`config.mk`:
```
export PLATFORM = sky130hd
export DESIGN_NAME = hv_serial_command_parser
export DESIGN_NICKNAME = d
export VERILOG_FILES = /design/src/hw/rtl/hvscp_pkg.sv /design/src/hw/rtl/hv_serial_command_parser.sv
export SDC_FILE = /design/constraint.sdc
export NUM_CORES = 1
export LEC_CHECK = 0
export BUFFER_PORTS_ARGS = -buffer_cell sky130_fd_sc_hd__buf_4
export CAP_MARGIN = 5
export CORE_MARGIN = 2
export CORE_UTILIZATION = 50
export DETAILED_ROUTE_END_ITERATION = 10
export HOLD_SLACK_MARGIN = 0.15
export PLACE_DENSITY = 0.72
export SETUP_SLACK_MARGIN = 0.3
export SYNTH_ARGS = -nofsm -noshare
export SYNTH_HDL_FRONTEND = slang
export SYNTH_SLANG_ARGS = --single-unit
```
`constraint.sdc`:
```
create_clock -name clock -period 10.3 [get_ports clock]
set_clock_uncertainty 0.05 [all_clocks]
set_input_delay 1.03 -clock clock [delete_from_list [all_inputs] [get_ports clock]]
set_output_delay 1.03 -clock clock [all_outputs]
set_load 0.02 [all_outputs]
```
`src/hw/rtl/hvscp_pkg.sv`:
```
// types and constants for the high-voltage serial command parser
package hvscp_pkg;

   localparam int unsigned ACC_W = 24;
   localparam logic [ACC_W-1:0] ACC_MAX = 24'hFFFFFF;
   // largest accumulator that can still be multiplied by ten without saturating
   localparam logic [ACC_W-1:0] ACC_MUL_LIMIT = ACC_MAX / 10;

   localparam logic [7:0] STOP_BYTE = 8'h0D;
   localparam logic [7:0] CHR_SPACE = 8'h20;
   localparam logic [7:0] CHR_TAB   = 8'h09;
   localparam logic [7:0] CHR_LF    = 8'h0A;
   localparam logic [7:0] CHR_VT    = 8'h0B;
   localparam logic [7:0] CHR_FF    = 8'h0C;
   localparam logic [7:0] CHR_QUERY = 8'h3F;
   localparam logic [7:0] CHR_MINUS = 8'h2D;
   localparam logic [7:0] CHR_PLUS  = 8'h2B;
   localparam logic [7:0] CHR_POINT = 8'h2E;
   localparam logic [7:0] CHR_ZERO  = 8'h30;
   localparam logic [7:0] CHR_NINE  = 8'h39;
   localparam logic [7:0] CHR_ONE   = 8'h31;
   localparam logic [7:0] CHR_TWO   = 8'h32;

   localparam logic [15:0] CMD_POWER   = 16'h504F;
   localparam logic [15:0] CMD_VOLTAGE = 16'h5356;
   localparam logic [15:0] CMD_CURRENT = 16'h5349;
   localparam logic [15:0] CMD_ERROR   = 16'h4545;

   localparam logic [15:0] VOLTAGE_LIMIT_RESET = 16'd2400;
   localparam logic [23:0] CURRENT_LIMIT_RESET = 24'd50000;

   typedef enum logic [0:0] {
      CSR_VOLTAGE_LIMIT = 1'b0,
      CSR_CURRENT_LIMIT = 1'b1
   } csr_index_type;

   typedef enum logic [2:0] {
      OP_POWER   = 3'd0,
      OP_VOLTAGE = 3'd1,
      OP_CURRENT = 3'd2,
      OP_READ_ERROR = 3'd3,
      OP_UNKNOWN = 3'd4
   } operation_type;

   typedef enum logic [2:0] {
      ERR_NONE     = 3'd0,
      ERR_SOURCE   = 3'd1,
      ERR_COMMAND  = 3'd2,
      ERR_VOLTAGE  = 3'd3,
      ERR_CURRENT  = 3'd4
   } error_type;

   typedef enum logic [5:0] {
      PH_SOURCE      = 6'b000001,
      PH_LETTER_HI   = 6'b000010,
      PH_LETTER_LO   = 6'b000100,
      PH_VALUE_START = 6'b001000,
      PH_VALUE_BODY  = 6'b010000,
      PH_SKIP        = 6'b100000
   } phase_type;

endpackage

```
`src/hw/rtl/hv_serial_command_parser.sv`:
```
// high-voltage supply serial command parser, one received byte per item
// latency: the result of a stop byte is on rsp_ the cycle after that byte is accepted
// throughput: one byte per cycle while req_ready is high; the parse state updates in the cycle of acceptance
// one result register: req_ready stays high while the held result is being taken
// reset (synchronous, active high) returns to waiting for a source byte, clears
// the parse state, empties the result register and reloads both limits
module hv_serial_command_parser
   import hvscp_pkg::*;
(
   input  logic        clock,
   input  logic        reset,
   // byte input
   input  logic        req_valid,
   output logic        req_ready,
   input  logic [7:0]  req_rx_byte,
   // decoded command output
   output logic        rsp_valid,
   input  logic        rsp_ready,
   output logic [1:0]  rsp_channel,
   output logic [2:0]  rsp_operation,
   output logic [15:0] rsp_command_letters,
   output logic [23:0] rsp_amount_hundredths,
   output logic        rsp_is_query,
   output logic [2:0]  rsp_error_code,
   // limit registers
   input  logic        csr_write_enable,
   input  logic [0:0]  csr_index,
   input  logic [23:0] csr_write_data
);

   // limits; the voltage limit is kept scaled to hundredths so no divide is needed
   logic [15:0]      voltage_limit_ff;
   logic [22:0]      voltage_limit_x100_ff;
   logic [23:0]      current_limit_ff;

   // parse state
   phase_type        phase_ff, phase_in;
   logic [1:0]       channel_ff, channel_in;
   logic [15:0]      letters_ff, letters_in;
   logic [ACC_W-1:0] acc_ff, acc_in;
   logic [1:0]       frac_ff, frac_in;
   logic             point_ff, point_in;
   logic             query_ff, query_in;
   logic             ended_ff, ended_in;

   // result register
   logic             rsp_valid_ff;
   logic [1:0]       rsp_channel_ff;
   operation_type    rsp_operation_ff;
   logic [15:0]      rsp_letters_ff;
   logic [ACC_W-1:0] rsp_amount_ff;
   logic             rsp_query_ff;
   error_type        rsp_error_ff;

   logic             accept;
   logic             emit;
   logic [7:0]       rx;
   logic             is_digit;
   logic [3:0]       digit;
   logic             is_space;

   // value byte datapath
   logic [27:0]      acc_times10;
   logic [27:0]      int_sum;
   logic [ACC_W:0]   tenth_sum;
   logic [ACC_W:0]   hundredth_sum;
   logic [ACC_W-1:0] int_acc;
   logic [ACC_W-1:0] tenth_acc;
   logic [ACC_W-1:0] hundredth_acc;

   // command decode of the held letters
   operation_type    op_dec;
   error_type        err_dec;

   // output register frees up when empty or being taken
   assign req_ready = !rsp_valid_ff || rsp_ready;
   assign accept    = req_valid && req_ready;
   assign rx        = req_rx_byte;

   assign is_digit = (rx >= CHR_ZERO) && (rx <= CHR_NINE);
   assign digit    = rx[3:0];
   assign is_space = (rx == CHR_SPACE) || (rx == CHR_TAB) || (rx == CHR_LF)
                     || (rx == CHR_VT) || (rx == CHR_FF);

   // integer digit: acc*10 (saturated first) + d*100, then saturate
   always_comb begin
      acc_times10 = (acc_ff > ACC_MUL_LIMIT) ? {4'd0, ACC_MAX}
                    : ({4'd0, acc_ff} << 3) + ({4'd0, acc_ff} << 1);
      int_sum     = acc_times10 + ({24'd0, digit} * 28'd100);
      int_acc     = (int_sum > {4'd0, ACC_MAX}) ? ACC_MAX : int_sum[ACC_W-1:0];
      tenth_sum   = {1'b0, acc_ff} + ({21'd0, digit} * 25'd10);
      tenth_acc   = tenth_sum[ACC_W] ? ACC_MAX : tenth_sum[ACC_W-1:0];
      hundredth_sum = {1'b0, acc_ff} + (ACC_W+1)'(digit);
      hundredth_acc = hundredth_sum[ACC_W] ? ACC_MAX : hundredth_sum[ACC_W-1:0];
   end

   // decode and error priority from the held fields
   always_comb begin
      case (letters_ff)
         CMD_POWER:   op_dec = OP_POWER;
         CMD_VOLTAGE: op_dec = OP_VOLTAGE;
         CMD_CURRENT: op_dec = OP_CURRENT;
         CMD_ERROR:   op_dec = OP_READ_ERROR;
         default:     op_dec = OP_UNKNOWN;
      endcase
      if (channel_ff == 2'd0) begin
         err_dec = ERR_SOURCE;
      end else if (op_dec == OP_UNKNOWN) begin
         err_dec = ERR_COMMAND;
      end else if (op_dec == OP_VOLTAGE && !query_ff
                   && acc_ff >= {1'b0, voltage_limit_x100_ff}) begin
         err_dec = ERR_VOLTAGE;
      end else if (op_dec == OP_CURRENT && !query_ff && acc_ff >= current_limit_ff) begin
         err_dec = ERR_CURRENT;
      end else begin
         err_dec = ERR_NONE;
      end
   end

   // next parse state
   always_comb begin
      phase_in   = phase_ff;
      channel_in = channel_ff;
      letters_in = letters_ff;
      acc_in     = acc_ff;
      frac_in    = frac_ff;
      point_in   = point_ff;
      query_in   = query_ff;
      ended_in   = ended_ff;
      emit       = 1'b0;
      if (accept) begin
         case (phase_ff)
            PH_LETTER_HI: begin
               letters_in = {rx, 8'h00};
               phase_in   = PH_LETTER_LO;
            end
            PH_LETTER_LO: begin
               letters_in = {letters_ff[15:8], rx};
               acc_in     = '0;
               frac_in    = 2'd0;
               point_in   = 1'b0;
               query_in   = 1'b0;
               ended_in   = 1'b0;
               phase_in   = PH_VALUE_START;
            end
            PH_VALUE_START, PH_VALUE_BODY, PH_SKIP: begin
               if (rx == STOP_BYTE) begin
                  emit     = 1'b1;
                  phase_in = PH_SOURCE;
               end else if (phase_ff == PH_SKIP) begin
                  phase_in = PH_SKIP;
               end else if (phase_ff == PH_VALUE_START && is_space) begin
                  phase_in = PH_VALUE_START;
               end else if (phase_ff == PH_VALUE_START && rx == CHR_QUERY) begin
                  query_in = 1'b1;
                  phase_in = PH_SKIP;
               end else if (phase_ff == PH_VALUE_START && rx == CHR_MINUS) begin
                  query_in = 1'b1;
                  phase_in = PH_VALUE_BODY;
               end else if (phase_ff == PH_VALUE_START && rx == CHR_PLUS) begin
                  phase_in = PH_VALUE_BODY;
               end else begin
                  // value byte, first of the body or later
                  phase_in = PH_VALUE_BODY;
                  if (!ended_ff) begin
                     if (is_digit) begin
                        if (!point_ff) begin
                           acc_in = int_acc;
                        end else if (frac_ff == 2'd0) begin
                           acc_in  = tenth_acc;
                           frac_in = 2'd1;
                        end else if (frac_ff == 2'd1) begin
                           acc_in  = hundredth_acc;
                           frac_in = 2'd2;
                        end
                     end else if (rx == CHR_POINT && !point_ff) begin
                        point_in = 1'b1;
                     end else begin
                        ended_in = 1'b1;
                     end
                  end
               end
            end
            default: begin
               // source byte
               channel_in = (rx == CHR_ONE) ? 2'd1 : (rx == CHR_TWO) ? 2'd2 : 2'd0;
               phase_in   = PH_LETTER_HI;
            end
         endcase
      end
   end

   always_ff @(posedge clock) begin
      if (reset) begin
         phase_ff   <= PH_SOURCE;
         channel_ff <= 2'd0;
         letters_ff <= 16'd0;
         acc_ff     <= '0;
         frac_ff    <= 2'd0;
         point_ff   <= 1'b0;
         query_ff   <= 1'b0;
         ended_ff   <= 1'b0;
      end else begin
         phase_ff   <= phase_in;
         channel_ff <= channel_in;
         letters_ff <= letters_in;
         acc_ff     <= acc_in;
         frac_ff    <= frac_in;
         point_ff   <= point_in;
         query_ff   <= query_in;
         ended_ff   <= ended_in;
      end
   end

   // limit registers; the scaled copy is formed at write time
   always_ff @(posedge clock) begin
      if (reset) begin
         voltage_limit_ff      <= VOLTAGE_LIMIT_RESET;
         voltage_limit_x100_ff <= {7'd0, VOLTAGE_LIMIT_RESET} * 23'd100;
         current_limit_ff      <= CURRENT_LIMIT_RESET;
      end else if (csr_write_enable) begin
         case (csr_index_type'(csr_index))
            CSR_VOLTAGE_LIMIT: begin
               voltage_limit_ff      <= csr_write_data[15:0];
               voltage_limit_x100_ff <= {7'd0, csr_write_data[15:0]} * 23'd100;
            end
            CSR_CURRENT_LIMIT: current_limit_ff <= csr_write_data;
            default: ;
         endcase
      end
   end

   // result register
   always_ff @(posedge clock) begin
      if (reset) begin
         rsp_valid_ff <= 1'b0;
      end else if (emit) begin
         rsp_valid_ff <= 1'b1;
      end else if (rsp_ready) begin
         rsp_valid_ff <= 1'b0;
      end
   end

   always_ff @(posedge clock) begin
      if (emit) begin
         rsp_channel_ff   <= channel_ff;
         rsp_operation_ff <= op_dec;
         rsp_letters_ff   <= letters_ff;
         rsp_amount_ff    <= acc_ff;
         rsp_query_ff     <= query_ff;
         rsp_error_ff     <= err_dec;
      end
   end

   assign rsp_valid             = rsp_valid_ff;
   assign rsp_channel           = rsp_channel_ff;
   assign rsp_operation         = rsp_operation_ff;
   assign rsp_command_letters   = rsp_letters_ff;
   assign rsp_amount_hundredths = rsp_amount_ff;
   assign rsp_is_query          = rsp_query_ff;
   assign rsp_error_code        = rsp_error_ff;

   // scaled voltage limit always tracks the written limit
   a_vlimit_scaled: assert property (@(posedge clock) disable iff (reset)
      voltage_limit_x100_ff == ({7'd0, voltage_limit_ff} * 23'd100))
      else $error("scaled voltage limit out of step");

   // a new result only follows an accepted stop byte in a value phase
   a_emit_source: assert property (@(posedge clock) disable iff (reset)
      (rsp_valid_ff && !$past(rsp_valid_ff && !rsp_ready)) |->
      ($past(accept) && $past(rx) == STOP_BYTE)
      && ($past(phase_ff) == PH_VALUE_START || $past(phase_ff) == PH_VALUE_BODY
          || $past(phase_ff) == PH_SKIP))
      else $error("result without a stop byte");

   // fraction digits are counted only after a point
   a_frac_point: assert property (@(posedge clock) disable iff (reset)
      (frac_ff != 2'd0) |-> point_ff)
      else $error("fraction digits without point");

   // bad source code exactly when channel is zero
   a_source_err: assert property (@(posedge clock) disable iff (reset)
      rsp_valid_ff |-> ((rsp_channel_ff == 2'd0) == (rsp_error_ff == ERR_SOURCE)))
      else $error("source error does not match channel");

   // a query answer never reports a limit error
   a_query_limit: assert property (@(posedge clock) disable iff (reset)
      (rsp_valid_ff && rsp_query_ff) |->
      (rsp_error_ff != ERR_VOLTAGE && rsp_error_ff != ERR_CURRENT))
      else $error("limit error on a query");

endmodule

```
== Yosys cells after proc, flatten, opt, wreduce, memory -nomap -nowiden ==
Index checks and enable logic that the tools add are counted.

* Register bits after elaboration: 148
* Latch bits: 0
* Memory bits (writable): 0
* Memory bits (read-only): 0
* Input port bits: 38
* Output and inout bits: 51
* Logic and storage cells: 182
* Memories: 0

* Add/sub/neg operators: 4
* Multipliers: 3
* Divide/modulo/power cells: 0
* $lt $le $gt $ge: 6
* Eq/ne operators: 39
* Shift-type cells: 0
* Mux-type cells: 71
* Bitwise gates (word level): 3
* Reductions and logical operators: 37

{| class="wikitable"
|+ Operators with widths
! cell !! count
|-
| $mux W24 || 14
|-
| $eq A16 B15 Y1 const B || 4
|-
| $eq A8 B6 Y1 const B || 7
|-
| $pmux W24 S2 || 1
|-
| $eq A8 B4 Y1 const B || 5
|-
| $pmux W16 S2 || 1
|-
| $mux W2 || 15
|-
| $add A27 B25 Y28 || 1
|-
| $add A28 B11 Y28 || 1
|-
| $gt A28 B24 Y1 const B || 1
|-
| $mux W1 || 28
|-
| $mux W28 || 1
|-
| $add A24 B4 Y25 || 1
|-
| $add A24 B8 Y25 || 1
|-
| $ge A24 B23 Y1 || 1
|-
| $ge A24 B24 Y1 || 1
|-
| $gt A24 B21 Y1 const B || 1
|-
| $mux W6 || 4
|-
| $ne A2 B2 Y1 const B || 11
|-
| $reduce_and A11 Y1 || 2
|-
| $mul A16 B5 Y21 const B || 1
|-
| $pmux W6 S3 || 1
|-
| $pmux W3 S4 || 1
|-
| $reduce_and A12 Y1 || 1
|-
| 30 further kinds || 58
|}

== Depth between registers and ports, before layout ==
Gate-level depths: netlist (run 1).

* Depth after elaboration: 15
* Gate-level depth with buffers: 23
* Gate-level depth less buffers: 18

== Worst setup path after synthesis (run 1) ==
Ideal clock, no wire load.

* Kind: input-to-reg
* Start point: input port req_rx_byte[2]
* End point: register rsp_valid_ff, in the netlist rsp_valid
* Setup time: 0.079 ns
* Arrival: 5.498 ns
* Required time: 10.171 ns
* Path slack: 4.673 ns
* Cell stages on the path: 6
* Buffers on the path: 0
* Cell sequence: ha_1 > nor2b_1 > nand4b_1 > nor3_1 > inv_1 > a21oi_1

* Longest elaborated chain between the ends: 5
* Elaborated cells on any way between the ends: 6
* Classes of those cells: eq/ne (1); mux (4); reduce/logical (1)

{| class="wikitable"
|+ RTL lines
! what !! line !! text
|-
| start, declared || hv_serial_command_parser.sv:15 || <nowiki>input logic [7:0] req_rx_byte,</nowiki>
|-
| $eq A8 B4 Y1 * || hv_serial_command_parser.sv:147 || <nowiki>if (rx == STOP_BYTE) begin</nowiki>
|-
| $mux W1 * || hv_serial_command_parser.sv:147 ||
|-
| $mux W1 * || hv_serial_command_parser.sv:132 || <nowiki>case (phase_ff)</nowiki>
|-
| $mux W1 * || hv_serial_command_parser.sv:131 || <nowiki>if (accept) begin</nowiki>
|-
| net emit || hv_serial_command_parser.sv:56 || <nowiki>logic emit;</nowiki>
|-
| $mux W1 or $reduce_bool A2 Y1 (tied branches) || - ||
|-
| end signal, assigned || hv_serial_command_parser.sv:236 || <nowiki>rsp_valid_ff <= 1'b0;</nowiki>
|-
| end signal, assigned || hv_serial_command_parser.sv:238 || <nowiki>rsp_valid_ff <= 1'b1;</nowiki>
|-
| end signal, assigned || hv_serial_command_parser.sv:240 || <nowiki>rsp_valid_ff <= 1'b0;</nowiki>
|-
| end, declared || hv_serial_command_parser.sv:47 || <nowiki>logic rsp_valid_ff;</nowiki>
|}

The timed path passes the listed nets; every way through them passes the cells marked *.
A chain may end at the register's enable or synchronous reset.

== Final worst setup path (run 1) ==
* Start point: register acc_ff[20]
* End point: register acc_ff[11]

* Longest elaborated chain between the ends: 15
* Elaborated cells on any way between the ends: 22
* Classes of those cells: add/sub (4); order compare (2); mux (16)

{| class="wikitable"
|+ RTL lines
! what !! line !! text
|-
| start, declared || hv_serial_command_parser.sv:40 || <nowiki>logic [ACC_W-1:0] acc_ff, acc_in;</nowiki>
|-
| start signal, assigned || hv_serial_command_parser.sv:207 || <nowiki>acc_ff <= acc_in;</nowiki>
|-
| $add A27 B25 Y28 or $gt A24 B21 Y1 (tied branches) || hv_serial_command_parser.sv:88, hv_serial_command_parser.sv:87 ||
|-
| $mux W28 || hv_serial_command_parser.sv:87 || <nowiki>acc_times10 = (acc_ff > ACC_MUL_LIMIT) ? {4'd0, ACC_MAX}</nowiki>
|-
| $add A28 B11 Y28 || hv_serial_command_parser.sv:89 || <nowiki>int_sum = acc_times10 + ({24'd0, digit} * 28'd100);</nowiki>
|-
| $gt A28 B24 Y1 || hv_serial_command_parser.sv:90 || <nowiki>int_acc = (int_sum > {4'd0, ACC_MAX}) ? ACC_MAX : int_sum[ACC_W-1:0];</nowiki>
|-
| $mux W24 || hv_serial_command_parser.sv:90 ||
|-
| $mux W24 * || hv_serial_command_parser.sv:167 || <nowiki>if (!point_ff) begin</nowiki>
|-
| $mux W24 * || hv_serial_command_parser.sv:166 || <nowiki>if (is_digit) begin</nowiki>
|-
| $mux W24 * || hv_serial_command_parser.sv:165 || <nowiki>if (!ended_ff) begin</nowiki>
|-
| $mux W24 * || hv_serial_command_parser.sv:160 || <nowiki>end else if (phase_ff == PH_VALUE_START && rx == CHR_PLUS) begin</nowiki>
|-
| $mux W24 * || hv_serial_command_parser.sv:157 || <nowiki>end else if (phase_ff == PH_VALUE_START && rx == CHR_MINUS) begin</nowiki>
|-
| $mux W24 * || hv_serial_command_parser.sv:154 || <nowiki>end else if (phase_ff == PH_VALUE_START && rx == CHR_QUERY) begin</nowiki>
|-
| $mux W24 * || hv_serial_command_parser.sv:152 || <nowiki>end else if (phase_ff == PH_VALUE_START && is_space) begin</nowiki>
|-
| $mux W24 * || hv_serial_command_parser.sv:150 || <nowiki>end else if (phase_ff == PH_SKIP) begin</nowiki>
|-
| $mux W24 * || hv_serial_command_parser.sv:147 ||
|-
| $pmux W24 S2 * || hv_serial_command_parser.sv:132 ||
|}

Mark *: on every way between the ends. The rest lies on a longest branch, timed or not. The select of a mux whose other input is x is not followed.

==> flow_summary.json, run 1 <==
{
  "core-area_um2": 23300,
  "yosysUniqueCellTypes": 77,
  "drtIter0Drc": 845,
  "synthTopCellsByCount": "187 x nand2_1, 160 x ha_1, 143 x a21oi_1, 126 x inv_1, 99 x dfxtp_1",
  "clk_pin_slew_ns": 0.07,
  "syn_area_um2": 11700,
  "cts_max_level": 4,
  "initial_core_util_pct": 50.4,
  "synth-seq-cells": 148,
  "finalHoldViolations": 0,
  "drtPass1Iterations": 5,
  "routed_wirelength_mm": 31.8,
  "placed_area_um2": 12700,
  "worst-path-buf-inv": 1,
  "die_w_um": 157,
  "whs_path_depth": 2,
  "antenna_found_initial": 0,
  "holdBufCountCts": 0,
  "ys.warnings.count": 0,
  "p_per_area_nw_per_um2": 113,
  "cts_max_path_buffers": 2,
  "path_cells": "nand2_1 > nor3_1 > o311ai_1 > and3_1 > buf_4 > nand2b_1 > ha_1 > a21o_1 > a211oi_1 > nor2_1 > o41ai_1 > o21ai_1 > o211ai_1 > nor4_2 > mux2_1 > o21ai_2 > nor2_1 > o31ai_2",
  "synthFlopType": "dfxtp_1",
  "irDropWorstVdd_uv": 101,
  "synth_area_leader_cell": "ha_1",
  "synthToLayoutAreaGrowth_pct": 12.9,
  "cts_tree": "yes",
  "worstSkewPairLatency_ns": 0.44,
  "grt_overflow": 0,
  "cp_slowest_cell": "dfxtp_1",
  "io_pins": 89,
  "grt_pass1_vias": 10100,
  "crit_top_cell": "nor2_1",
  "regToRegStartpoint": "acc_ff[20]",
  "grt_pass1_wl_mm": 51.7,
  "cts-root-buf": "clkbuf_16",
  "holdCritPathClass": "flip-flop to flip-flop",
  "vias": 10600,
  "cts_sinks": 148,
  "worst_slew_pin_slew_ns": 1.05,
  "max_freq_mhz": 178,
  "finish.utilization_pct": 56.9,
  "io_buffers": 88,
  "synth_area_per_cell_um2": 8.34,
  "ant_nets": 0,
  "syn_inst": 1406,
  "synth_fp_nets": 1621,
  "synth-edff-count": 49,
  "r2r_slack_ns": 4.69,
  "nets": 1686,
  "cap_violations": 0,
  "die_y_um": 157,
  "min_to": "voltage_limit_x100_ff[18]",
  "layout.cells.non_filler": 1803,
  "synth_top_cell_area_share_pct": 17.1,
  "required_ns": 10.59,
  "end_kind": "flip-flop",
  "crit_fanout": 25,
  "critPathLaunchType": "flip-flop",
  "setup_tns_ns": 0,
  "final_area_um2": 13200,
  "report.final.setup_viol": 0,
  "placed_cells": 1771,
  "cts_setup_buffers": 0,
  "power_mw": 1.50,
  "min_from": "voltage_limit_x100_ff[18]",
  "period_minus_slack_ns": 5.61,
  "drive_above_1_share_pct": 9.97,
  "relSlewSlack_pct": 29.4,
  "gp_congestion": 0.911,
  "worst-r2r-cell-count": 18,
  "status": "complete, no violations",
  "antenna_cells": 0,
  "remaining_drc_errors": 0,
  "viasPerCell": 5.87,
  "slowest_delay_ns": 0.85,
  "cts_made_buffers": 17,
  "crit_family": "compound AO/OA/AOI/OAI gates",
  "rsz0062_at_grt": "false",
  "row_count": 56,
  "ys_seq_area_share_pct": 29.4,
  "synth.area.top_cells": "ha_1 17%, dfxtp_1 17%, edfxtp_1 13%, a21oi_1 6.1%, nand2_1 6.0%",
  "arrival_ns": 5.90,
  "fin_crit_sh_pct": 54.5,
  "rr_endpoint": "acc_ff[11]",
  "synth_most_common_cell": "nand2_1",
  "cts_resized": 0,
  "maxSlewViolCount": 0,
  "critical_path_class": "flip-flop to flip-flop",
  "dp_hpwl_mm": 23.8,
  "wire_per_inst_um": 17.6,
  "leakagePower_nw": 6.10,
  "dieArea_um2": 24700,
  "synthArstFlopShare_pct": 0,
  "globalRouteTotalUtil_pct": 26.5,
  "grt_start_max_net_pins": 79
}
-- state kept, by name, indices dropped and copies added (netlist names) --
name / count
rsp_is_query: 1
ended_ff: 1
rsp_command_letters: 16
frac_ff: 2
rsp_operation: 3
channel_ff: 2
voltage_limit_x100_ff: 21
query_ff: 1
point_ff: 1
rsp_amount_hundredths: 24
acc_ff: 24
phase_ff: 6
rsp_valid: 1
rsp_channel: 2
letters_ff: 16
rsp_error_code: 3
current_limit_ff: 24
-- metrics by stage --
stage | worst slack, ns | hold WS [ns]
after CTS | 4.95 | 0.405
after global placement | 5.04 | 0.392
after detailed placement | 4.93 | 0.392
after floorplan | 4.67 | 0.372
final | 4.69 | 0.401
after global routing | 4.39 | 0.430
-- metal layers --
metal	up-vias	global-route usage, %	part of all wire (%)	routed length [um]
met3	49	4.07	6.1	1940
li1	5183	-	-	-
met2	373	45.3	47	14900
met4	0	8.44	2.3	741
met1	4971	34.5	45	14200
met5	-	0	0	0
-- worst reg2reg max path, cell delays in order, from the launching register on --
cell	delay, ns
dfxtp_1	0.85
nand2_1	0.12
nor3_1	0.50
o311ai_1	0.24
and3_1	0.23
buf_4	0.22
nand2b_1	0.16
ha_1	0.24
a21o_1	0.17
a211oi_1	0.24
nor2_1	0.11
o41ai_1	0.55
o21ai_1	0.43
o211ai_1	0.24
nor4_2	0.06
mux2_1	0.34
o21ai_2	0.39
nor2_1	0.17
o31ai_2	0.21
-- worst max path at each step --
| stage | start | to | cells after the start |
|---|---|---|---|
| global route | acc_ff[13] | acc_ff[23] | 18 |
| finish | acc_ff[20] | acc_ff[11] | 18 |
| floorplan | req_rx_byte[2] | rsp_valid | 6 |
| CTS | acc_ff[13] | acc_ff[11] | 18 |
| global placement | req_rx_byte[1] | acc_ff[23] | 17 |
| detailed placement | req_rx_byte[1] | acc_ff[11] | 17 |
-- cell usage in the layout (no fill, tap or decap), types with 9 or more instances in the layout --
master,netlist,routed
a211o_1,18,18
a211oi_1,19,19
a21o_1,44,44
a21oi_1,143,143
and2_1,12,12
and3_1,12,12
buf_4,0,99
clkbuf_16,0,17
dfxtp_1,99,99
edfxtp_1,49,49
fa_1,17,17
ha_1,160,160
inv_1,126,126
mux2i_1,10,10
nand2_1,187,187
nand2b_1,19,19
nand3_1,29,29
nand4_1,24,24
nor2_1,81,81
nor2b_1,10,10
nor3_1,21,20
o211ai_1,14,14
o21ai_0,37,37
o21ai_1,19,19
o21bai_1,10,10
o31ai_1,12,12
or2_2,9,9
xnor2_1,33,33
xor2_1,17,17
-- cell type report --
| type | count | area (um^2) |
|---|---|---|
| Clock inverter | 12 | 123 |
| Sequential cell | 148 | 3450 |
| Clock buffer | 20 | 447 |
| Inverter | 126 | 473 |
| Multi-Input combinational cell | 1079 | 7610 |
| Fill cell | 2134 | 10000 |
| Tap cell | 319 | 399 |
| Timing Repair Buffer | 99 | 743 |
-- power by group --
group | leakage [nW] | internal [mW] | switching [mW]
clock | 0.269 | 0.343 | 0.264
combinational | 4.58 | 0.119 | 0.153
sequential | 1.25 | 0.614 | 0.00846
-- logic make-up after synthesis --
kind of cell | Yosys count | share of synthesized area, %
and+or+nand+nor | 444 | 18.0
AOI/OAI and AO/OA | 396 | 22.0
buffers and inverters | 179 | 5.77
adders and majority gates | 177 | 20.0
DFF | 148 | 29.4
xor gates and xnor gates | 50 | 3.73
muxes | 12 | 1.05
Power figures use the tool's default switching activity.
==> inputs of run 2 (changes only) <==
clock period = 5.8 ns   (was 10.3 ns; I/O delays follow)
==> run 2 against run 1 <==
Global-route usage fell by 0.33 points. Utilization rose by 0.68 points. Critical endpoint is now acc_ff[16]. First-iteration DRC count rose by 5.1%. Worst hold slack got worse by 0.060 ns. Largest power group is now the clock network. Sequential share of layout area fell by 0.31 points. Register-to-register slack got worse by 3.9 ns. Non-clock buffer count rose by 15. Wire length fell by 0.33%. Via count rose by 0.92%. Flip-flop and latch count did not move. Combinational power rose by 78%.
==> flow_summary.json, run 2 (synthesis results as in run 1) <==
{
  "initial_core_util_pct": 50.4,
  "r2r_slack_ns": 0.79,
  "crit_fanout": 24,
  "max_freq_mhz": 200,
  "min_from": "csr_write_data[22]",
  "leakagePower_nw": 6.20,
  "io_pins": 89,
  "cts_max_path_buffers": 2,
  "rsz0062_at_grt": "false",
  "finalHoldViolations": 0,
  "placed_area_um2": 12800,
  "cts_setup_buffers": 0,
  "period_minus_slack_ns": 5.01,
  "cts_sinks": 148,
  "ant_nets": 0,
  "antenna_found_initial": 1,
  "nets": 1701,
  "p_seq_share_pct": 40.3,
  "p_per_area_nw_per_um2": 205,
  "antenna_cells": 0,
  "dpl_worst_slack_ns": 0.689,
  "internal_power_mw": 1.96,
  "holdBufCountCts": 0,
  "p_sw_share_pct": 28.7,
  "grt_overflow": 0,
  "layout_setup_ws_ns": 0.792,
  "final_common_cell": "nand2_1",
  "crit_top_cell": "a211oi_1",
  "cts_max_level": 4,
  "critPathLaunchType": "flip-flop",
  "fin_crit_sh_pct": 86.3,
  "cts_tree": "yes",
  "routed_wirelength_mm": 31.7,
  "drtIter0Drc": 888,
  "cap_violations": 0,
  "grt_pass1_wl_mm": 51.0,
  "critical_path_class": "flip-flop to flip-flop",
  "dp_hpwl_mm": 23.7,
  "p_clk_share_pct": 42.0,
  "status": "complete, no violations",
  "worst-r2r-cell-count": 12,
  "pwr-share-comb_pct": 17.6,
  "cp.depth": 12,
  "wire_per_inst_um": 17.4,
  "row_count": 56,
  "final_area_um2": 13400,
  "drtPass1Iterations": 6,
  "cp_slowest_cell": "or4_1",
  "holdCritPathClass": "primary input to flip-flop",
  "synthToLayoutAreaGrowth_pct": 14.2,
  "layout_common_cells": "187 x nand2_1, 160 x ha_1, 143 x a21oi_1",
  "power_mw": 2.74,
  "p_sw_mw": 0.786,
  "irDropWorstVdd_uv": 184,
  "worstSkewPairLatency_ns": 0.44,
  "min_to": "current_limit_ff[22]",
  "drive_above_1_share_pct": 11.0,
  "cts-root-buf": "clkbuf_16",
  "whs_path_depth": 3,
  "dieArea_um2": 24700,
  "vias": 10700,
  "globalRouteTotalUtil_pct": 26.2,
  "grt_start_max_net_pins": 79,
  "setup_tns_ns": 0,
  "gp_congestion": 0.882,
  "arrival_ns": 5.28,
  "remaining_drc_errors": 0,
  "crit_family": "compound AO/OA/AOI/OAI gates",
  "maxSlewViolCount": 0,
  "viasPerCell": 5.87,
  "report.final.setup_viol": 0,
  "required_ns": 6.08,
  "relSlewSlack_pct": 28.8,
  "clk_pin_slew_ns": 0.07,
  "path_cells": "ha_1 > fa_1 > a211oi_1 > o21ai_1 > a211oi_1 > a211oi_1 > xnor2_1 > or4_1 > o41ai_1 > o21ai_4 > a211o_1 > a22o_1",
  "cts_made_buffers": 17,
  "grt_pass1_vias": 9979,
  "rr_endpoint": "acc_ff[16]",
  "die_y_um": 157,
  "slowest_delay_ns": 0.70,
  "worst-path-buf-inv": 0,
  "regToRegStartpoint": "acc_ff[2]",
  "io_buffers": 88,
  "core-area_um2": 23300,
  "worst_slew_pin_slew_ns": 1.07,
  "die_w_um": 157,
  "end_kind": "flip-flop"
}
==> run 2: layer usage <==
| layer | vias up | GRT usage [%] | routed length (um) |
|---|---|---|---|
| li1 | 5228 | - | - |
| met1 | 5014 | 34.2 | 14100 |
| met2 | 368 | 44.5 | 14900 |
| met3 | 61 | 4.05 | 1850 |
| met4 | 2 | 8.44 | 880 |
| met5 | - | 0 | 13 |
==> run 2: worst max-delay path by stage <==
| stage | start | end |
|---|---|---|
| floorplan | req_rx_byte[2] | rsp_valid |
| global placement | acc_ff[2] | acc_ff[23] |
| detailed placement | acc_ff[2] | acc_ff[23] |
| CTS | acc_ff[2] | acc_ff[23] |
| global route | acc_ff[2] | acc_ff[16] |
| finish | acc_ff[2] | acc_ff[16] |
==> run 2: cell type report <==
class	count	area, um^2
Multi-Input combinational cell	1079	7610
Timing Repair Buffer	114	856
Clock buffer	17	425
Clock inverter	15	181
Tap cell	319	399
Sequential cell	148	3450
Fill cell	2168	9860
Inverter	126	473
==> run 2: worst reg2reg max path, cell delays in order, from the launching register on <==
cell	delay, ns
dfxtp_1	0.44
ha_1	0.29
fa_1	0.43
a211oi_1	0.45
o21ai_1	0.27
a211oi_1	0.51
a211oi_1	0.18
xnor2_1	0.22
or4_1	0.70
o41ai_1	0.57
o21ai_4	0.29
a211o_1	0.31
a22o_1	0.19
==> run 2: per-stage QoR <==
| stage | cells | hold WS (ns) | utilization [%] |
|---|---|---|---|
| final | 1818 | 0.341 | 57.6 |
| after global routing | 1818 | 0.349 | 57.6 |
| after CTS | 1818 | 0.335 | 57.6 |
| after detailed placement | 1786 | 0.398 | 55.0 |
| after global placement | 1786 | 0.391 | 55.0 |
| after floorplan | 1406 | 0.372 | - |
==> run 2: repair_timing <==
item / in CTS / in global routing
endpoints found under the setup margin: 0 / 1
hold endpoints to repair: 0 / 0
gates resized for setup: 0 / 1
==> run 2: power groups by stage <==
stage	Clock (mW)	Combinational, mW	Sequential [mW]
floorplan	0	0.363	1.12
detailed placement	0	0.482	1.13
global route	1.21	0.557	1.11
CTS	1.17	0.487	1.11
finish	1.15	0.484	1.11
global placement	0	0.470	1.13
